==> src/ctl_pkg.sv <==
// Package: scanner states, token classes, keyword table and character helpers.
`default_nettype none
package ctl_pkg;
  localparam int MAX_TOKEN_LEN_DEF = 255;
  localparam int KEYWORD_COUNT_DEF = 18;
  localparam int KW_MAX = 32;

  typedef enum logic [4:0] {
    ST_IDLE, ST_WORD, ST_ZERO, ST_ZEROX, ST_HEX, ST_OCT, ST_INT, ST_FRAC0,
    ST_FRAC, ST_EXP0, ST_EXPS, ST_EXPD, ST_SLASH, ST_COMMENT, ST_CSTAR,
    ST_STRING, ST_OP_PLUS, ST_OP_MINUS, ST_OP_STAR, ST_OP_PCT, ST_OP_AMP,
    ST_OP_CARET, ST_OP_BAR, ST_OP_LT, ST_OP_GT, ST_OP_EQ
  } scan_st_t;

  localparam logic [5:0] K_WORD = 6'd0, K_KEYWORD = 6'd1, K_ZERO = 6'd2,
    K_OCT = 6'd3, K_HEX = 6'd4, K_INT = 6'd5, K_FLOAT = 6'd6, K_MAL = 6'd7,
    K_STRING = 6'd8, K_LBRK = 6'd9, K_RBRK = 6'd10, K_LPAR = 6'd11,
    K_RPAR = 6'd12, K_DOT = 6'd13, K_PLUS = 6'd14, K_PLUSEQ = 6'd15,
    K_MINUS = 6'd16, K_MINUSEQ = 6'd17, K_ARROW = 6'd18, K_STAR = 6'd19,
    K_STAREQ = 6'd20, K_SLASH = 6'd21, K_SLASHEQ = 6'd22, K_PCT = 6'd23,
    K_PCTEQ = 6'd24, K_QUEST = 6'd25, K_AMP = 6'd26, K_AMPEQ = 6'd27,
    K_ANDAND = 6'd28, K_TILDE = 6'd29, K_COMMA = 6'd30, K_CARET = 6'd31,
    K_CARETEQ = 6'd32, K_BAR = 6'd33, K_OROR = 6'd34, K_LT = 6'd35,
    K_LE = 6'd36, K_GT = 6'd37, K_GE = 6'd38, K_ASSIGN = 6'd39, K_EQEQ = 6'd40,
    K_USTR1 = 6'd41, K_USTR2 = 6'd42;

  typedef struct packed {
    logic       vld;
    logic [5:0] cls;
    logic [7:0] len;
  } tok_t;

  typedef struct packed {
    tok_t t0;
    tok_t t1;
  } tok_pair_t;

  // Character of keyword r at position p, zero past its end.
  function automatic logic [7:0] kw_char(input int r, input int p);
    logic [8:0][7:0] s;
    case (r)
      0: s = {8'd0, 8'd0, 8'd0, "fo", "ezis"};
      1: s = {56'd0, "fi"};
      2: s = {32'd0, "kaerb"};
      3: s = {40'd0, "esle"};
      4: s = {48'd0, "rof"};
      5: s = {32'd0, "elihw"};
      6: s = {48'd0, "tni"};
      7: s = {40'd0, "rahc"};
      8: s = {40'd0, "otog"};
      9: s = {8'd0, "eunitnoc"};
      10: s = {24'd0, "nruter"};
      11: s = {24'd0, "elbuod"};
      12: s = {32'd0, "taolf"};
      13: s = {40'd0, "gnol"};
      14: s = {32'd0, "tsnoc"};
      15: s = {24'd0, "tcurts"};
      16: s = {8'd0, "dengisnu"};
      17: s = {16'd0, "fedepyt"};
      default: s = '0;
    endcase
    return s[p];
  endfunction

  function automatic logic is_letter(input logic [7:0] c);
    return (c >= "a" && c <= "z") || (c >= "A" && c <= "Z");
  endfunction
  function automatic logic is_digit(input logic [7:0] c);
    return c >= "0" && c <= "9";
  endfunction
  function automatic logic is_oct(input logic [7:0] c);
    return c >= "0" && c <= "7";
  endfunction
  function automatic logic is_hex(input logic [7:0] c);
    return is_digit(c) || (c >= "a" && c <= "f") || (c >= "A" && c <= "F");
  endfunction
endpackage
`default_nettype wire

==> src/c_token_lexer.sv <==
// Top level: scanner step on the accepted character, two-entry result queue.
// The tokens of an accepted character are registered into the queue and shown on out_ from there.
// Throughput: one character per cycle while out_tready is high and no character gives two
// tokens; such a character holds in_tready low until both of its tokens are popped.
// Reset: synchronous active-low rst_n returns the scanner to idle between tokens
// and empties the queue.
`default_nettype none
module c_token_lexer #(
  parameter int MAX_TOKEN_LEN = ctl_pkg::MAX_TOKEN_LEN_DEF,
  parameter int KEYWORD_COUNT = ctl_pkg::KEYWORD_COUNT_DEF
) (
  input  wire logic        clk,
  input  wire logic        rst_n,
  input  wire logic        in_tvalid,
  output logic             in_tready,
  input  wire logic [7:0]  in_tdata,   // ch
  input  wire logic        in_tlast,   // end_of_text
  output logic             out_tvalid,
  input  wire logic        out_tready,
  output logic [15:0]      out_tdata,  // token_class[5:0], token_length[13:6], 0
  output logic             out_tlast   // last_of_run
);
  ctl_pkg::tok_pair_t toks;
  logic acc;
  // Queue of up to two tokens, with last flags
  ctl_pkg::tok_t q_r [2];
  logic [1:0] qlast_r;
  logic [1:0] cnt_r;

  assign acc = in_tvalid && in_tready;

  ctl_step #(.MAX_TOKEN_LEN(MAX_TOKEN_LEN), .KEYWORD_COUNT(KEYWORD_COUNT)) u_step (
    .clk(clk), .rst_n(rst_n), .step_i(acc), .ch_i(in_tdata), .eot_i(in_tlast),
    .toks_o(toks)
  );

  logic pop;
  logic [1:0] rem;
  assign pop = out_tvalid && out_tready;
  assign rem = cnt_r - {1'b0, pop};
  // Accept when queue after this cycle's pop has room for two
  assign in_tready = (rem == 2'd0);
  assign out_tvalid = (cnt_r != 2'd0);
  assign out_tdata = {2'b0, q_r[0].len, q_r[0].cls};
  assign out_tlast = qlast_r[0];

  always_ff @(posedge clk) begin
    if (!rst_n) begin
      cnt_r <= '0;
      qlast_r <= '0;
    end else begin
      if (pop) begin
        q_r[0] <= q_r[1];
        qlast_r[0] <= qlast_r[1];
      end
      if (acc) begin
        q_r[0] <= toks.t0.vld ? toks.t0 : q_r[0];
        q_r[1] <= toks.t1;
        qlast_r[0] <= !toks.t1.vld;
        qlast_r[1] <= 1'b1;
        cnt_r <= {1'b0, toks.t0.vld} + {1'b0, toks.t1.vld};
      end else begin
        cnt_r <= rem;
      end
    end
  end
endmodule
`default_nettype wire

==> src/ctl_kw_match.sv <==
// Keyword matcher: per-keyword match update and keyword test of a word.
`default_nettype none
module ctl_kw_match #(
  parameter int KEYWORD_COUNT = ctl_pkg::KEYWORD_COUNT_DEF,
  parameter int LEN_W = 8
) (
  input  wire logic [KEYWORD_COUNT-1:0] match_i,
  input  wire logic [LEN_W-1:0]         pos_i,
  input  wire logic [7:0]               ch_i,
  output logic      [KEYWORD_COUNT-1:0] match_o,
  output logic                          is_kw_o
);
  always_comb begin
    for (int r = 0; r < KEYWORD_COUNT; r++) begin
      match_o[r] = match_i[r] && (pos_i < LEN_W'(9)) &&
                   (ctl_pkg::kw_char(r, int'(pos_i[3:0])) == ch_i);
    end
  end

  always_comb begin
    is_kw_o = 1'b0;
    if (pos_i != '0 && pos_i < LEN_W'(9)) begin
      for (int r = 0; r < KEYWORD_COUNT; r++) begin
        if (match_i[r] && ctl_pkg::kw_char(r, int'(pos_i[3:0])) == 8'd0) is_kw_o = 1'b1;
      end
    end
  end
endmodule
`default_nettype wire

==> src/ctl_step.sv <==
// Scanner state machine: one character step and flush, up to two tokens.
`default_nettype none
module ctl_step #(
  parameter int MAX_TOKEN_LEN = ctl_pkg::MAX_TOKEN_LEN_DEF,
  parameter int KEYWORD_COUNT = ctl_pkg::KEYWORD_COUNT_DEF,
  parameter int LEN_W = $clog2(MAX_TOKEN_LEN + 1)
) (
  input  wire logic                     clk,
  input  wire logic                     rst_n,
  input  wire logic                     step_i,
  input  wire logic [7:0]               ch_i,
  input  wire logic                     eot_i,
  output ctl_pkg::tok_pair_t            toks_o
);
  localparam logic [LEN_W-1:0] LEN_MAX = LEN_W'(MAX_TOKEN_LEN);

  ctl_pkg::scan_st_t state_r, state_nxt, st_adv;
  logic [LEN_W-1:0] len_r, len_nxt, len_adv, grown;
  logic [KEYWORD_COUNT-1:0] kw_r, kw_nxt, kw_adv, kw_upd, kw_first;
  logic quote_r, quote_nxt, quote_adv;
  logic word_kw, dummy_kw;
  ctl_pkg::tok_t ta, tb, tf;

  ctl_kw_match #(.KEYWORD_COUNT(KEYWORD_COUNT), .LEN_W(LEN_W)) u_kw (
    .match_i(kw_r), .pos_i(len_r), .ch_i(ch_i), .match_o(kw_upd), .is_kw_o(word_kw)
  );
  ctl_kw_match #(.KEYWORD_COUNT(KEYWORD_COUNT), .LEN_W(LEN_W)) u_kw0 (
    .match_i({KEYWORD_COUNT{1'b1}}), .pos_i('0), .ch_i(ch_i), .match_o(kw_first),
    .is_kw_o(dummy_kw)
  );

  function automatic logic [7:0] sat8(input logic [LEN_W-1:0] v);
    logic [31:0] w;
    w = 32'(v);
    return (w > 32'd255) ? 8'd255 : w[7:0];
  endfunction

  assign grown = (len_r < LEN_MAX) ? len_r + LEN_W'(1) : len_r;

  // Next state
  always_comb begin
    logic restart, bad, done;
    logic [5:0] rcls;
    restart = 1'b0; bad = 1'b0; done = 1'b0; rcls = ctl_pkg::K_WORD;
    st_adv = state_r; len_adv = len_r; kw_adv = kw_r; quote_adv = quote_r;
    ta = '0; tb = '0;
    unique case (state_r)
      ctl_pkg::ST_IDLE: restart = 1'b1;
      ctl_pkg::ST_WORD:
        if (ctl_pkg::is_letter(ch_i)) begin kw_adv = kw_upd; len_adv = grown; end
        else begin restart = 1'b1; rcls = word_kw ? ctl_pkg::K_KEYWORD : ctl_pkg::K_WORD; end
      ctl_pkg::ST_ZERO:
        if (ch_i == "x" || ch_i == "X") begin st_adv = ctl_pkg::ST_ZEROX; len_adv = grown; end
        else if (ctl_pkg::is_oct(ch_i)) begin st_adv = ctl_pkg::ST_OCT; len_adv = grown; end
        else if (ctl_pkg::is_digit(ch_i)) begin st_adv = ctl_pkg::ST_INT; len_adv = grown; end
        else if (ch_i == ".") begin st_adv = ctl_pkg::ST_FRAC0; len_adv = grown; end
        else begin restart = 1'b1; rcls = ctl_pkg::K_ZERO; end
      ctl_pkg::ST_ZEROX:
        if (ctl_pkg::is_hex(ch_i)) begin st_adv = ctl_pkg::ST_HEX; len_adv = grown; end
        else bad = 1'b1;
      ctl_pkg::ST_HEX:
        if (ctl_pkg::is_hex(ch_i)) len_adv = grown;
        else begin restart = 1'b1; rcls = ctl_pkg::K_HEX; end
      ctl_pkg::ST_OCT:
        if (ctl_pkg::is_oct(ch_i)) len_adv = grown;
        else begin restart = 1'b1; rcls = ctl_pkg::K_OCT; end
      ctl_pkg::ST_INT:
        if (ctl_pkg::is_digit(ch_i)) len_adv = grown;
        else if (ch_i == ".") begin st_adv = ctl_pkg::ST_FRAC0; len_adv = grown; end
        else begin restart = 1'b1; rcls = ctl_pkg::K_INT; end
      ctl_pkg::ST_FRAC0:
        if (ctl_pkg::is_digit(ch_i)) begin st_adv = ctl_pkg::ST_FRAC; len_adv = grown; end
        else bad = 1'b1;
      ctl_pkg::ST_FRAC:
        if (ctl_pkg::is_digit(ch_i)) len_adv = grown;
        else if (ch_i == "e" || ch_i == "E") begin
          st_adv = ctl_pkg::ST_EXP0; len_adv = grown;
        end else begin restart = 1'b1; rcls = ctl_pkg::K_FLOAT; end
      ctl_pkg::ST_EXP0:
        if (ctl_pkg::is_digit(ch_i)) begin st_adv = ctl_pkg::ST_EXPD; len_adv = grown; end
        else if (ch_i == "+" || ch_i == "-") begin
          st_adv = ctl_pkg::ST_EXPS; len_adv = grown;
        end else bad = 1'b1;
      ctl_pkg::ST_EXPS:
        if (ctl_pkg::is_digit(ch_i)) begin st_adv = ctl_pkg::ST_EXPD; len_adv = grown; end
        else bad = 1'b1;
      ctl_pkg::ST_EXPD:
        if (ctl_pkg::is_digit(ch_i)) len_adv = grown;
        else begin restart = 1'b1; rcls = ctl_pkg::K_FLOAT; end
      ctl_pkg::ST_SLASH:
        if (ch_i == "*") begin st_adv = ctl_pkg::ST_COMMENT; len_adv = '0; end
        else if (ch_i == "=") begin
          ta = '{1'b1, ctl_pkg::K_SLASHEQ, 8'd2}; done = 1'b1;
        end else begin restart = 1'b1; rcls = ctl_pkg::K_SLASH; end
      ctl_pkg::ST_COMMENT:
        if (ch_i == "*") st_adv = ctl_pkg::ST_CSTAR;
      ctl_pkg::ST_CSTAR:
        if (ch_i == "/") done = 1'b1;
        else if (ch_i != "*") st_adv = ctl_pkg::ST_COMMENT;
      ctl_pkg::ST_STRING: begin
        len_adv = grown;
        if (ch_i == (quote_r ? 8'h22 : 8'h27)) begin
          ta = '{1'b1, ctl_pkg::K_STRING, sat8(grown)}; done = 1'b1;
        end
      end
      ctl_pkg::ST_OP_PLUS:
        if (ch_i == "=") begin ta = '{1'b1, ctl_pkg::K_PLUSEQ, 8'd2}; done = 1'b1; end
        else begin restart = 1'b1; rcls = ctl_pkg::K_PLUS; end
      ctl_pkg::ST_OP_MINUS:
        if (ch_i == ">") begin ta = '{1'b1, ctl_pkg::K_ARROW, 8'd2}; done = 1'b1; end
        else if (ch_i == "=") begin ta = '{1'b1, ctl_pkg::K_MINUSEQ, 8'd2}; done = 1'b1; end
        else begin restart = 1'b1; rcls = ctl_pkg::K_MINUS; end
      ctl_pkg::ST_OP_STAR:
        if (ch_i == "=") begin ta = '{1'b1, ctl_pkg::K_STAREQ, 8'd2}; done = 1'b1; end
        else begin restart = 1'b1; rcls = ctl_pkg::K_STAR; end
      ctl_pkg::ST_OP_PCT:
        if (ch_i == "=") begin ta = '{1'b1, ctl_pkg::K_PCTEQ, 8'd2}; done = 1'b1; end
        else begin restart = 1'b1; rcls = ctl_pkg::K_PCT; end
      ctl_pkg::ST_OP_AMP:
        if (ch_i == "=") begin ta = '{1'b1, ctl_pkg::K_AMPEQ, 8'd2}; done = 1'b1; end
        else if (ch_i == "&") begin ta = '{1'b1, ctl_pkg::K_ANDAND, 8'd2}; done = 1'b1; end
        else begin restart = 1'b1; rcls = ctl_pkg::K_AMP; end
      ctl_pkg::ST_OP_CARET:
        if (ch_i == "=") begin ta = '{1'b1, ctl_pkg::K_CARETEQ, 8'd2}; done = 1'b1; end
        else begin restart = 1'b1; rcls = ctl_pkg::K_CARET; end
      ctl_pkg::ST_OP_BAR:
        if (ch_i == "|") begin ta = '{1'b1, ctl_pkg::K_OROR, 8'd2}; done = 1'b1; end
        else begin restart = 1'b1; rcls = ctl_pkg::K_BAR; end
      ctl_pkg::ST_OP_LT:
        if (ch_i == "=") begin ta = '{1'b1, ctl_pkg::K_LE, 8'd2}; done = 1'b1; end
        else begin restart = 1'b1; rcls = ctl_pkg::K_LT; end
      ctl_pkg::ST_OP_GT:
        if (ch_i == "=") begin ta = '{1'b1, ctl_pkg::K_GE, 8'd2}; done = 1'b1; end
        else begin restart = 1'b1; rcls = ctl_pkg::K_GT; end
      ctl_pkg::ST_OP_EQ:
        if (ch_i == "=") begin ta = '{1'b1, ctl_pkg::K_EQEQ, 8'd2}; done = 1'b1; end
        else begin restart = 1'b1; rcls = ctl_pkg::K_ASSIGN; end
      default: restart = 1'b1;
    endcase

    if (bad) begin
      ta = '{1'b1, ctl_pkg::K_MAL, sat8(grown)}; done = 1'b1;
    end
    if (done) begin
      st_adv = ctl_pkg::ST_IDLE; len_adv = '0; kw_adv = '1; quote_adv = 1'b0;
    end
    if (restart) begin
      // pending token first (none from idle), then the new token start
      if (state_r != ctl_pkg::ST_IDLE) ta = '{1'b1, rcls, sat8(len_r)};
      st_adv = ctl_pkg::ST_IDLE; len_adv = LEN_W'(1); kw_adv = '1; quote_adv = 1'b0;
      tb = '0;
      if (ctl_pkg::is_letter(ch_i)) begin st_adv = ctl_pkg::ST_WORD; kw_adv = kw_first; end
      else if (ch_i == "0") st_adv = ctl_pkg::ST_ZERO;
      else if (ctl_pkg::is_digit(ch_i)) st_adv = ctl_pkg::ST_INT;
      else if (ch_i == 8'h27 || ch_i == 8'h22) begin
        st_adv = ctl_pkg::ST_STRING; quote_adv = (ch_i == 8'h22);
      end else begin
        case (ch_i)
          "/": st_adv = ctl_pkg::ST_SLASH;
          "+": st_adv = ctl_pkg::ST_OP_PLUS;
          "-": st_adv = ctl_pkg::ST_OP_MINUS;
          "*": st_adv = ctl_pkg::ST_OP_STAR;
          "%": st_adv = ctl_pkg::ST_OP_PCT;
          "&": st_adv = ctl_pkg::ST_OP_AMP;
          "^": st_adv = ctl_pkg::ST_OP_CARET;
          "|": st_adv = ctl_pkg::ST_OP_BAR;
          "<": st_adv = ctl_pkg::ST_OP_LT;
          ">": st_adv = ctl_pkg::ST_OP_GT;
          "=": st_adv = ctl_pkg::ST_OP_EQ;
          "[": tb = '{1'b1, ctl_pkg::K_LBRK, 8'd1};
          "]": tb = '{1'b1, ctl_pkg::K_RBRK, 8'd1};
          "(": tb = '{1'b1, ctl_pkg::K_LPAR, 8'd1};
          ")": tb = '{1'b1, ctl_pkg::K_RPAR, 8'd1};
          ".": tb = '{1'b1, ctl_pkg::K_DOT, 8'd1};
          "?": tb = '{1'b1, ctl_pkg::K_QUEST, 8'd1};
          "~": tb = '{1'b1, ctl_pkg::K_TILDE, 8'd1};
          ",": tb = '{1'b1, ctl_pkg::K_COMMA, 8'd1};
          default: ;
        endcase
        if (st_adv == ctl_pkg::ST_IDLE) len_adv = '0;
      end
    end
  end

  // Flush of the post-step state at end of text
  always_comb begin
    tf = '0;
    tf.len = sat8(len_adv);
    tf.vld = 1'b1;
    unique case (st_adv)
      ctl_pkg::ST_WORD: begin
        tf.cls = ctl_pkg::K_WORD;
        if (len_adv != '0 && len_adv < LEN_W'(9)) begin
          for (int r = 0; r < KEYWORD_COUNT; r++) begin
            if (kw_adv[r] && ctl_pkg::kw_char(r, int'(len_adv[3:0])) == 8'd0)
              tf.cls = ctl_pkg::K_KEYWORD;
          end
        end
      end
      ctl_pkg::ST_ZERO: tf.cls = ctl_pkg::K_ZERO;
      ctl_pkg::ST_HEX: tf.cls = ctl_pkg::K_HEX;
      ctl_pkg::ST_OCT: tf.cls = ctl_pkg::K_OCT;
      ctl_pkg::ST_INT: tf.cls = ctl_pkg::K_INT;
      ctl_pkg::ST_FRAC, ctl_pkg::ST_EXPD: tf.cls = ctl_pkg::K_FLOAT;
      ctl_pkg::ST_ZEROX, ctl_pkg::ST_FRAC0, ctl_pkg::ST_EXP0, ctl_pkg::ST_EXPS:
        tf.cls = ctl_pkg::K_MAL;
      ctl_pkg::ST_SLASH: tf.cls = ctl_pkg::K_SLASH;
      ctl_pkg::ST_STRING: tf.cls = quote_adv ? ctl_pkg::K_USTR2 : ctl_pkg::K_USTR1;
      ctl_pkg::ST_OP_PLUS: tf.cls = ctl_pkg::K_PLUS;
      ctl_pkg::ST_OP_MINUS: tf.cls = ctl_pkg::K_MINUS;
      ctl_pkg::ST_OP_STAR: tf.cls = ctl_pkg::K_STAR;
      ctl_pkg::ST_OP_PCT: tf.cls = ctl_pkg::K_PCT;
      ctl_pkg::ST_OP_AMP: tf.cls = ctl_pkg::K_AMP;
      ctl_pkg::ST_OP_CARET: tf.cls = ctl_pkg::K_CARET;
      ctl_pkg::ST_OP_BAR: tf.cls = ctl_pkg::K_BAR;
      ctl_pkg::ST_OP_LT: tf.cls = ctl_pkg::K_LT;
      ctl_pkg::ST_OP_GT: tf.cls = ctl_pkg::K_GT;
      ctl_pkg::ST_OP_EQ: tf.cls = ctl_pkg::K_ASSIGN;
      default: tf.vld = 1'b0;
    endcase
  end

  // Outputs: pack up to two tokens in order, first slot filled first
  always_comb begin
    ctl_pkg::tok_t l0, l1, l2;
    l0 = ta; l1 = tb; l2 = eot_i ? tf : '0;
    toks_o = '0;
    if (l0.vld) begin
      toks_o.t0 = l0;
      toks_o.t1 = l1.vld ? l1 : l2;
    end else if (l1.vld) begin
      toks_o.t0 = l1; toks_o.t1 = l2;
    end else begin
      toks_o.t0 = l2;
    end
  end

  always_comb begin
    state_nxt = st_adv; len_nxt = len_adv; kw_nxt = kw_adv; quote_nxt = quote_adv;
    if (eot_i) begin
      state_nxt = ctl_pkg::ST_IDLE; len_nxt = '0; kw_nxt = '1; quote_nxt = 1'b0;
    end
  end

  always_ff @(posedge clk) begin
    if (!rst_n) begin
      state_r <= ctl_pkg::ST_IDLE;
      len_r <= '0;
      kw_r <= '1;
      quote_r <= 1'b0;
    end else if (step_i) begin
      state_r <= state_nxt;
      len_r <= len_nxt;
      kw_r <= kw_nxt;
      quote_r <= quote_nxt;
    end
  end
endmodule
`default_nettype wire
==> config.mk <==
export PLATFORM = sky130hd
export DESIGN_NAME = c_token_lexer
export DESIGN_NICKNAME = d
export VERILOG_FILES = /design/src/ctl_pkg.sv /design/src/c_token_lexer.sv /design/src/ctl_kw_match.sv /design/src/ctl_step.sv
export SDC_FILE = /design/constraint.sdc
export NUM_CORES = 1
export LEC_CHECK = 0
export ABC_AREA = 0
export BUFFER_PORTS_ARGS = -buffer_cell sky130_fd_sc_hd__buf_2
export CAP_MARGIN = 40
export CELL_PAD_IN_SITES_DETAIL_PLACEMENT = 0
export CELL_PAD_IN_SITES_GLOBAL_PLACEMENT = 2
export CORE_MARGIN = 5
export CORE_UTILIZATION = 34
export CTS_CLUSTER_SIZE = 28
export DETAILED_ROUTE_END_ITERATION = 16
export PLACE_DENSITY = 0.79
export SLEW_MARGIN = 40
export SYNTH_ARGS = -nofsm -noshare
export SYNTH_HDL_FRONTEND = slang
export SYNTH_SLANG_ARGS = --single-unit
export TNS_END_PERCENT = 100
==> constraint.sdc <==
create_clock -name clk -period 4.9 [get_ports clk]
set_input_delay 0.98 -clock clk [delete_from_list [all_inputs] [get_ports clk]]
set_output_delay 0.98 -clock clk [all_outputs]
set_load 0.02 [all_outputs]
==> results by group, run 1 <==
Detailed routing
  • Via count: 9,881
  • # DRC: 0
  • WL met2: 18.66 mm
  • Initial DRC count: 990
  • Met3 routed WL: 2.011 mm
  • Highest Signal Layer: met4
  • DRT met1 WL: 16.53 mm
  • Detailed-route wire length: 38.31 mm
  • Pre-antenna DRT Iters: 8
  • DRT antenna net count: 0
  • Wire per inst: 22.84 um
  • Vias per cell: 5.892

Finish
  • Antenna diodes: 0
  • Fin nets: 1,357
  • Share of layout cells above drive strength 1: 21.63%
  • P&R area growth vs syn: 21.77%

Power
  • Cell area power density: 312.0 nW/um2
  • Total power: 0.003522 W
  • Lkg Pwr: 4.389 nW
  • Maximum vdd drop: 0.2173 mV

Critical path
  • CP cell instances: buf_2 > buf_4 > nor4b_4 > buf_4 > a22oi_1 > a211o_1 > a211oi_2 > and4_1 > a21o_1 > inv_2 > buf_4 > o22ai_1 > buf_4 > nand2_1 > inv_2 > ha_1 > mux2i_1 > nor3b_1
  • Crit Path Class: input pin to flip-flop
  • Cell family with most CP delay: compound AO/OA/AOI/OAI gates
  • Critical Path AT: 4.95 ns
  • Buf/Inv on CP: 7
  • Most frequent CP cell: buf_4
  • Worst EP required: 5.25 ns
  • Slowest-stage cell, CP: and4_1
  • Crit start category: input pin
  • CP max FO: 7
  • Worst setup EP type: flip-flop
  • Critical Path Max Stage Delay: 0.43 ns

Clock network
  • Worst skew pair latency: 0.43 ns
  • Postcts setup bufs: 0
  • CTS tree: built
  • Post-CTS Hold Buffers: 0
  • PostCTS Resize Cnt: 0
  • Clk buf depth: 2
  • # clock sinks: 115
  • Htree depth: 4
  • Clock Root Buffer: clkbuf_16
  • Total CTS buffers: 17
  • Clock transition at path regs: 0.06 ns

Placement
  • DP HPWL: 29.78 mm
  • I/O Buffers: 29
  • GP Congestion: 0.9654

Floorplan
  • Initial Utilization: 34.49%
  • Core Region: 26,880 um2
  • Cell Rows: 60
  • Die W: 175.1 um
  • Chip Height: 175.1 um
  • Num ports: 32
  • Die area: 30,670 um2

Timing
  • Max_slew headroom: 52.99%
  • Fin crit period: 4.598 ns
  • Fmax: 217.5 MHz
  • Final setup viols: 0
  • Worst-margin pin slew: 0.6874 ns
  • Clk_skew: 0.01475 ns
  • RSZ-0062 raised after global routing: false
  • Pins Over Slew Limit: 0
  • TNS Setup: 0 ns
  • Final period util: 93.83%
  • Fin. Hold Viols: 0

Yosys
  • Yosys warns: 0
  • Cells after Synth: 1,194
  • Syn_area_per_cell: 7.764 um2
  • Netlist Area Pre-Place: 9270 um2
  • Post-synthesis sequential area ratio: 27.86%
  • Main synth FF type: dfxtp_1
  • Seq cells post-synth: 115
  • Post-synth EDFFs: 28
  • Post-synth ARST share: 0%
  • Synth cell types: 106

GRT
  • GRT overflow: 0
  • Initial antenna violation count: 0
  • Vias in the first global route: 9,774
  • GRT Util Overall: 24.43%
  • Global-route wire length before repair: 58.82 mm
  • Pin count of the biggest net entering global routing: 39

Run
  • Maxcap violations: 0

Worst hold path
  • HP Class: flip-flop to flip-flop

Outcome
  • Outcome: finished, final reports clean
## logic make-up after synthesis
kind of cell | synth area share (%)
and+or+nand+nor | 26.51
other | 0.04045
DFF | 27.86
buffers and inverters | 6.762
xor gates and xnor gates | 6.708
adders and majority gates | 2.834
AOI/OAI and AO/OA | 28.30
muxes | 0.9853
## per-stage QoR
| step | std cells | hold WS (ns) | utilization, % | worst slack [ns] | cell area (um2) |
|---|---|---|---|---|---|
| floorplan | 1202 | 0.4400 | - | 0.07370 | 9300 |
| global placement | 1645 | 0.4513 | 39.81 | -0.1559 | 10700 |
| detailed placement | 1645 | 0.4538 | 39.81 | -0.1410 | 10700 |
| CTS | 1677 | 0.4685 | 41.95 | 0.2675 | 11270 |
| global route | 1677 | 0.4805 | 42.00 | 0.08758 | 11290 |
| finish | 1677 | 0.4642 | 42.00 | 0.3024 | 11290 |
## layout make-up
type / instances / area [um2]
Multi-Input combinational cell: 954 / 6105
Clock buffer: 19 / 454.2
Timing Repair Buffer: 203 / 1476
Sequential cell: 115 / 2582
Tap cell: 341 / 426.7
Clock inverter: 13 / 121.4
Inverter: 32 / 122.6
Fill cell: 2774 / 15590
## synth_stat cells (7+ instances only)
master	number	area share (%)
nand4_1	14	0.94
inv_2	8	0.32
a22oi_1	26	2.1
a31oi_1	18	1.2
a221oi_1	7	0.66
o21ai_0	84	4.5
o22ai_1	29	2.0
ha_1	21	2.8
nand3b_1	8	0.65
nand2b_1	17	1.1
dfxtp_1	87	19
edfxtp_1	28	9.1
buf_1	8	0.32
a21o_1	11	0.89
nor2b_1	20	1.3
buf_4	21	1.7
a211oi_1	14	1.1
o211ai_1	11	0.89
clkbuf_1	45	1.8
xnor2_1	45	4.3
o21a_1	11	0.89
nand3_1	39	2.1
nor3_1	34	1.8
and3_1	18	1.2
nand2_1	120	4.9
o21ai_1	12	0.65
inv_1	23	0.93
xor2_1	26	2.5
a21oi_1	67	3.6
nor3b_1	9	0.73
mux2i_1	8	0.86
o31ai_1	9	0.73
nor2_1	90	3.6
nor4_1	14	0.94
a2111oi_0	9	0.85
buf_2	25	1.3
and2_1	16	1.1
## report_power, final
| group | total [W] | leakage (nW) | switching, W | internal, W |
|---|---|---|---|---|
| Clock | 0.00126 | 0.288 | 0.000524 | 0.000735 |
| Sequential | 0.00114 | 0.965 | 0.0000568 | 0.00109 |
| Combinational | 0.00112 | 3.14 | 0.000705 | 0.000415 |
## cell usage in the layout (no fill, tap or decap), drive strengths merged, types with 9 or more instances in the layout
| cell type | count |
|---|---|
| o31ai | 9 |
| o21a | 11 |
| a211oi | 15 |
| ha | 21 |
| o22ai | 30 |
| nand3 | 40 |
| nor2b | 20 |
| dfxtp | 87 |
| xnor2 | 45 |
| edfxtp | 28 |
| a21oi | 68 |
| nor3 | 34 |
| buf | 203 |
| a31oi | 18 |
| and2 | 17 |
| nor2 | 92 |
| nor3b | 9 |
| nand2 | 123 |
| and3 | 18 |
| inv | 37 |
| a22oi | 29 |
| nand4 | 14 |
| nor4 | 16 |
| o211ai | 11 |
| o21ai | 97 |
| clkbuf | 19 |
| xor2 | 26 |
| conb | 9 |
| nand2b | 17 |
| a21o | 11 |
| a2111oi | 9 |
## path summary, 6_finish.rpt
check	startpoint	end	slack, ns	cells after the start
hold reg to reg	qlast_r[1]	qlast_r[1]	0.46	1
hold / removal	qlast_r[1]	qlast_r[1]	0.46	1
setup reg to reg	u_step.state_r[1]	flip-flop	0.45	19
setup / recovery	in_tdata[4]	flip-flop	0.30	18
## layer usage
layer / up-vias / GRT usage [%]
met5: - / 0
met4: 0 / 8.052
met3: 65 / 3.786
met2: 403 / 42.43
met1: 4746 / 30.98
li1: 4667 / -
No activity file was read; power rests on OpenSTA's default activity.
==> inputs of run 2 (changes only) <==
--- a/config.mk
+++ b/config.mk
@@ -14,7 +14,7 @@
 export CORE_UTILIZATION = 34
 export CTS_CLUSTER_SIZE = 28
 export DETAILED_ROUTE_END_ITERATION = 16
-export PLACE_DENSITY = 0.79
+export PLACE_DENSITY_LB_ADDON = 0.1
 export SLEW_MARGIN = 40
 export SYNTH_ARGS = -nofsm -noshare
 export SYNTH_HDL_FRONTEND = slang
==> run 2 against run 1 <==
Against the previous run: clock skew barely moved; die area did not move; register-to-register slack got worse by 0.07 ns; highest routed layer unchanged.
==> results by group, run 2 (same netlist as run 1, synthesis figures left out) <==
Outcome
  • Outcome: finished, final reports clean

GRT
  • GRT Util Overall: 25.09% (+0.66 points)
  • GRT overflow: 0 (unchanged)
  • Pin count of the biggest net entering global routing: 39 (unchanged)
  • Vias in the first global route: 9,599 (-1.8%)
  • Initial antenna violation count: 0 (unchanged)
  • Global-route wire length before repair: 59.42 mm (+1.0%)

Timing
  • Final period util: 94.51% (+0.68 points)
  • Worst-margin pin slew: 0.7167 ns (+0.02927 ns)
  • Pins Over Slew Limit: 0 (unchanged)
  • Clk_skew: 0.01451 ns (-0.0002347 ns)
  • Fin. Hold Viols: 0 (unchanged)
  • Max_slew headroom: 50.98% (-2.0 points)
  • RSZ-0062 raised after global routing: false
  • Fmax: 215.9 MHz (-0.72%)
  • TNS Setup: 0 ns (unchanged)
  • Fin crit period: 4.631 ns (+0.03346 ns)
  • Final setup viols: 0 (unchanged)

Power
  • Int Pwr: 0.002286 W (+2.3%)
  • Sw Ratio: 36.79% (+0.27 points)
  • Lkg Pwr: 4.481 nW (+2.1%)
  • Psw: 0.001331 W (+3.5%)
  • Maximum vdd drop: 0.2037 mV (-6.3%)
  • Combinational group share of total power: 31.3% (-0.5 points)
  • Clock power frac: 37.2% (+1.4 points)
  • Reg power frac: 31.5% (-0.9 points)
  • Cell area power density: 315.7 nW/um2 (+1.2%)

Floorplan
  • Die W: 175.1 um (unchanged)
  • Chip Height: 175.1 um (unchanged)
  • Initial Utilization: 34.49% (unchanged)
  • Cell Rows: 60 (unchanged)
  • Num ports: 32 (unchanged)
  • Core Region: 26,880 um2 (unchanged)
  • Die area: 30,670 um2 (unchanged)

Clock network
  • Total CTS buffers: 17 (unchanged)
  • # clock sinks: 115 (unchanged)
  • Worst skew pair latency: 0.43 ns (about the same)
  • Postcts setup bufs: 0 (unchanged)
  • Htree depth: 4 (unchanged)
  • Post-CTS Hold Buffers: 0 (unchanged)
  • PostCTS Resize Cnt: 0 (unchanged)
  • Clock Root Buffer: clkbuf_16
  • Clock transition at path regs: 0.07 ns (about the same)
  • Clk buf depth: 2 (unchanged)
  • CTS tree: built

Finish
  • Share of layout cells above drive strength 1: 22.58% (+0.94 points)
  • Fin nets: 1,372 (+1.1%)
  • Post-route cell area: 11,460 um2 (+1.5%)
  • P&R area growth vs syn: 23.61%
  • Antenna diodes: 0 (unchanged)
  • Most frequent cells in the layout: buf_4, nand2_1, nor2_1
  • Most common cell after layout, fill and taps aside: buf_4

Placement
  • GP Congestion: 0.9293 (-3.7%)
  • I/O Buffers: 29 (unchanged)
  • Dpl cell area: 10,840 um2 (+1.3%)
  • DP HPWL: 30.87 mm (+3.7%)

Detailed routing
  • Wire per inst: 23.19 um (+1.5%)
  • Via count: 9,823 (-0.59%)
  • # DRC: 0 (unchanged)
  • Vias per cell: 5.806 (-1.5%)
  • Pre-antenna DRT Iters: 5 (-3)
  • DRT antenna net count: 0 (unchanged)
  • Detailed-route wire length: 39.24 mm (+2.4%)
  • Initial DRC count: 900 (-9.1%)

Critical path
  • Worst setup EP type: flip-flop
  • Crit Path Class: input pin to flip-flop
  • Worst EP required: 5.07 ns (-0.18 ns)
  • CP max FO: 12 (+5)
  • Crit start category: input pin
  • Critical Path AT: 4.80 ns (-0.15 ns)
  • R2R Setup Slk: 0.38 ns (-0.07 ns)

Worst hold path
  • HP Class: flip-flop to flip-flop

Run
  • Maxcap violations: 0 (unchanged)
-- run 2: critical path, stage by stage --
cell and delay [ns]:
buf_2 0.10, buf_4 0.14, buf_4 0.17, nand4bb_1 0.17
nor2_1 0.07, buf_4 0.18, o21ai_0 0.60, nand3_1 0.19
o21ai_1 0.24, a21o_1 0.14, o311ai_0 0.13, a21o_1 0.27
ha_1 0.21, nor2b_1 0.14, nor2b_1 0.12, o31ai_1 0.18
nand4_1 0.11, a211oi_1 0.25, nand4_1 0.15, o211ai_1 0.17
nand2_1 0.08
-- run 2: final timing paths --
| kind | startpoint | end | cells past startpoint |
|---|---|---|---|
| hold / removal | qlast_r[1] | qlast_r[1] | 1 |
| setup / recovery | in_tdata[4] | q_r[0][23] | 21 |
| hold reg to reg | qlast_r[1] | qlast_r[1] | 1 |
| setup reg to reg | u_step.state_r[0] | q_r[0][23] | 19 |
-- run 2: layout make-up --
| cell class | instances | area, um2 |
|---|---|---|
| inverters | 32 | 122.6 |
| well taps | 341 | 426.7 |
| clock inverters | 15 | 185.2 |
| fillers | 2826 | 15420 |
| multi-input cells | 954 | 6102 |
| repair buffers | 218 | 1614 |
| flip-flops and latches | 115 | 2582 |
| clock buffers | 17 | 425.4 |
-- run 2: stage by stage --
| stage | instances | worst slack (ns) | util [%] | hold slack [ns] | power (W) |
|---|---|---|---|---|---|
| final | 1692 | 0.2690 | 42.64 | 0.4697 | 0.003617 |
| after CTS | 1692 | 0.2677 | 42.60 | 0.4754 | 0.003629 |
| after floorplan | 1202 | 0.07370 | - | 0.4400 | 0.001842 |
| after global placement | 1660 | -0.1504 | 40.32 | 0.4531 | 0.002284 |
| after global routing | 1692 | 0.03802 | 42.64 | 0.5024 | 0.003774 |
| after detailed placement | 1660 | -0.1572 | 40.33 | 0.4588 | 0.002281 |
-- run 2: power groups by stage --
stage / combinational, W / sequential (W) / clock [W]
floorplan: 0.000697 / 0.00114 / 0
global placement: 0.00112 / 0.00116 / 0
detailed placement: 0.00112 / 0.00116 / 0
CTS: 0.00112 / 0.00114 / 0.00137
global route: 0.00122 / 0.00115 / 0.00140
finish: 0.00113 / 0.00114 / 0.00134
-- run 2: routing by layer --
layer  up-vias  routed length [um]  global-route usage, %
met5         -                   0                      0
met4         0                1678                  10.70
met3        93                1854                  3.613
met2       335               18990                  43.39
met1      4690               16720                  31.14
li1       4705                   -                      -
==> inputs of run 3 (changes only) <==
--- a/config.mk
+++ b/config.mk
@@ -5,13 +5,13 @@
 export SDC_FILE = /design/constraint.sdc
 export NUM_CORES = 1
 export LEC_CHECK = 0
-export ABC_AREA = 0
+export ABC_AREA = 1
 export BUFFER_PORTS_ARGS = -buffer_cell sky130_fd_sc_hd__buf_2
 export CAP_MARGIN = 40
 export CELL_PAD_IN_SITES_DETAIL_PLACEMENT = 0
 export CELL_PAD_IN_SITES_GLOBAL_PLACEMENT = 2
 export CORE_MARGIN = 5
-export CORE_UTILIZATION = 34
+export CORE_UTILIZATION = 32
 export CTS_CLUSTER_SIZE = 28
 export DETAILED_ROUTE_END_ITERATION = 16
 export PLACE_DENSITY_LB_ADDON = 0.1
==> run 3 against run 2 <==
Against the previous run: clock-buffer cell count rose by 1; power rose by 6.2%; die area rose by 10%; critical path type unchanged; sequential power rose by 11%; synthesized cell count rose by 26%; critical path depth rose by 13; non-clock buffer count fell by 123; global-route usage fell by 0.90 points; fmax rose by 4.1%; cell area fell by 4.0%; sequential cell count did not move.
==> results by group, run 3 <==
Floorplan
  • Die W: 183.8 um (+5.0%)
  • Num ports: 32 (unchanged)
  • Die area: 33,790 um2 (+10%)
  • Cell Rows: 63 (+5.0%)
  • Core Region: 29,720 um2 (+11%)
  • Chip Height: 183.8 um (+5.0%)
  • Initial Utilization: 32.54% (-2.0 points)

Yosys
  • Cells after Synth: 1,510 (+26%)
  • Post-synth top cells: nand2_1, nor2_1, o21ai_0
  • Leading area contributor after synthesis: dfxtp_1
  • Post-synthesis sequential area ratio: 26.71% (-1.1 points)
  • Syn_area_per_cell: 6.403 um2 (-18%)
  • Yosys warns: 0 (unchanged)
  • Post-synth EDFFs: 28 (unchanged)
  • Yosys top cell area share: 18.01% (-0.78 points)
  • Post-synth ARST share: 0% (unchanged)
  • Area contributors post-synth: dfxtp_1, nand2_1, edfxtp_1
  • Synth cell types: 65 (-39%)
  • Seq cells post-synth: 115 (unchanged)
  • Netlist Area Pre-Place: 9669 um2 (+4.3%)
  • Most instantiated library cell after synthesis: nand2_1
  • Main synth FF type: dfxtp_1

Finish
  • Share of layout cells above drive strength 1: 16.37% (-6.2 points)
  • Antenna diodes: 0 (unchanged)
  • Most frequent cells in the layout: nand2_1, nor2_1, o21ai_0
  • Fillers: 3,283 (+16%)
  • Post-route cell area: 11,000 um2 (-4.0%)
  • P&R area growth vs syn: 13.76%
  • Final core occ: 37.01% (-5.6 points)
  • Most common cell after layout, fill and taps aside: nand2_1
  • Fin nets: 1,597 (+16%)

Power
  • Lkg Pwr: 5.136 nW (+15%)
  • Cell area power density: 349.1 nW/um2 (+11%)
  • Maximum vdd drop: 0.3003 mV (+47%)

GRT
  • GRT overflow: 0 (unchanged)
  • Vias in the first global route: 10,140 (+5.6%)
  • Initial antenna violation count: 0 (unchanged)
  • GRT Util Overall: 24.20% (-0.90 points)
  • Pin count of the biggest net entering global routing: 33 (-15%)
  • Global-route wire length before repair: 62.36 mm (+5.0%)

Timing
  • Pins Over Slew Limit: 0 (unchanged)
  • Clk_skew: 0.01417 ns (-0.0003431 ns)
  • TNS Setup: 0 ns (unchanged)
  • Fin Hold WS: 0.4615 ns (-0.008246 ns)
  • Final WS setup: 0.4515 ns (+0.1826 ns)
  • Fin crit period: 4.448 ns (-0.1826 ns)
  • Max_slew headroom: 48.96% (-2.0 points)
  • Worst-margin pin slew: 0.7656 ns (+0.04892 ns)
  • Final period util: 90.79% (-3.7 points)
  • Final setup viols: 0 (unchanged)
  • Fmax: 224.8 MHz (+4.1%)
  • RSZ-0062 raised after global routing: false
  • Fin. Hold Viols: 0 (unchanged)

Critical path
  • Worst EP required: 5.09 ns (+0.02 ns)
  • Critical Path AT: 4.64 ns (-0.16 ns)
  • Most frequent CP cell: nand2_1
  • Buf/Inv on CP: 8 (+4)
  • Crit start category: input pin
  • Cell family with most CP delay: simple AND/OR/NAND/NOR gates
  • Slowest-stage cell, CP: buf_2
  • CP max FO: 16 (+4)
  • Critical Path Max Stage Delay: 0.26 ns (-0.34 ns)
  • Worst setup EP type: flip-flop
  • Crit Path Class: input pin to flip-flop

Clock network
  • Clk buf depth: 2 (unchanged)
  • PostCTS Resize Cnt: 0 (unchanged)
  • Postcts setup bufs: 0 (unchanged)
  • Htree depth: 4 (unchanged)
  • Total CTS buffers: 17 (unchanged)
  • Worst skew pair latency: 0.43 ns (about the same)
  • # clock sinks: 115 (unchanged)
  • CTS tree: built
  • Post-CTS Hold Buffers: 0 (unchanged)
  • Clock Root Buffer: clkbuf_16
  • Clock transition at path regs: 0.07 ns (about the same)

Worst hold path
  • HP Class: flip-flop to flip-flop

Placement
  • I/O Buffers: 29 (unchanged)
  • DP HPWL: 33.14 mm (+7.4%)
  • Setup Slack @ Placement: 0.06147 ns (+0.2187 ns)
  • Dpl cell area: 10,410 um2 (-4.0%)
  • GP Congestion: 0.9518 (+2.4%)

Detailed routing
  • Pre-antenna DRT Iters: 5 (unchanged)
  • Initial DRC count: 690 (-23%)
  • Via count: 10,260 (+4.5%)
  • DRT antenna net count: 0 (unchanged)
  • Detailed-route wire length: 40.85 mm (+4.1%)
  • # DRC: 0 (unchanged)
  • Wire per inst: 20.78 um (-10%)
  • Vias per cell: 5.220 (-10%)

Outcome
  • Outcome: finished, final reports clean

Run
  • Maxcap violations: 0 (unchanged)
run 3: changes by cell type after synthesis, sizes merged, moves of 20 or more:
cell,before,now
nor2,92,210
nand3,40,100
xnor2,45,23
a22oi,29,4
nand2,123,454
inv,32,135
nor2b,20,0
nand4,14,35
clkbuf,45,18
run 3: per-stage QoR:
| stage | cells | power [W] |
|---|---|---|
| after detailed placement | 1934 | 0.002571 |
| final | 1966 | 0.003840 |
| after global routing | 1966 | 0.004064 |
| after floorplan | 1518 | 0.002155 |
| after CTS | 1966 | 0.003853 |
| after global placement | 1934 | 0.002581 |
run 3: area by class of cell:
| class | count | area (um2) | share of cell area [%] |
|---|---|---|---|
| Clock inverter | 14 | 142.6 | 1.297 |
| Inverter | 140 | 528.0 | 4.800 |
| Timing Repair Buffer | 95 | 653.1 | 5.938 |
| Clock buffer | 18 | 450.4 | 4.095 |
| Sequential cell | 115 | 2582 | 23.48 |
| Tap cell | 390 | 488.0 | 4.436 |
| Multi-Input combinational cell | 1194 | 6155 | 55.95 |
run 3: metal layers:
metal,GRT usage [%],part of all wire (%)
met5,0,0
met4,9.790,4.1
met3,3.106,3.6
met2,40.11,46
met1,31.96,46
run 3: final timing paths:
check | start | end | slack, ns | cells after the start
worst min register to register | qlast_r[1] | qlast_r[1] | 0.46 | 2
worst min-delay path | qlast_r[1] | qlast_r[1] | 0.46 | 2
worst max-delay path | in_tdata[5] | q_r[0][8] | 0.45 | 34
worst max register to register | u_step.state_r[3] | flip-flop | 0.83 | 26
run 3: kinds of logic (layout without fill, tap and decap cells):
| logic type | after synthesis | count (layout) | share of synthesized area [%] |
|---|---|---|---|
| adders and majority gates | 21 | 21 | 2.717 |
| buffers and inverters | 209 | 267 | 10.03 |
| DFF | 115 | 115 | 26.71 |
| and+or+nand+nor | 848 | 848 | 39.75 |
| other | 1 | 9 | 0.03878 |
| xor gates and xnor gates | 57 | 57 | 5.163 |
| AOI/OAI and AO/OA | 259 | 259 | 15.59 |
run 3: report_power, final:
group	internal, W	switching (W)
combinational	0.000400	0.000903
clock	0.000744	0.000534
sequential	0.00116	0.000103
total	0.00230	0.00154
run 3: worst min-delay path, stage by stage (launching register included):
cell and delay, ns:
dfxtp_1 0.30, inv_1 0.06, a21oi_1 0.06
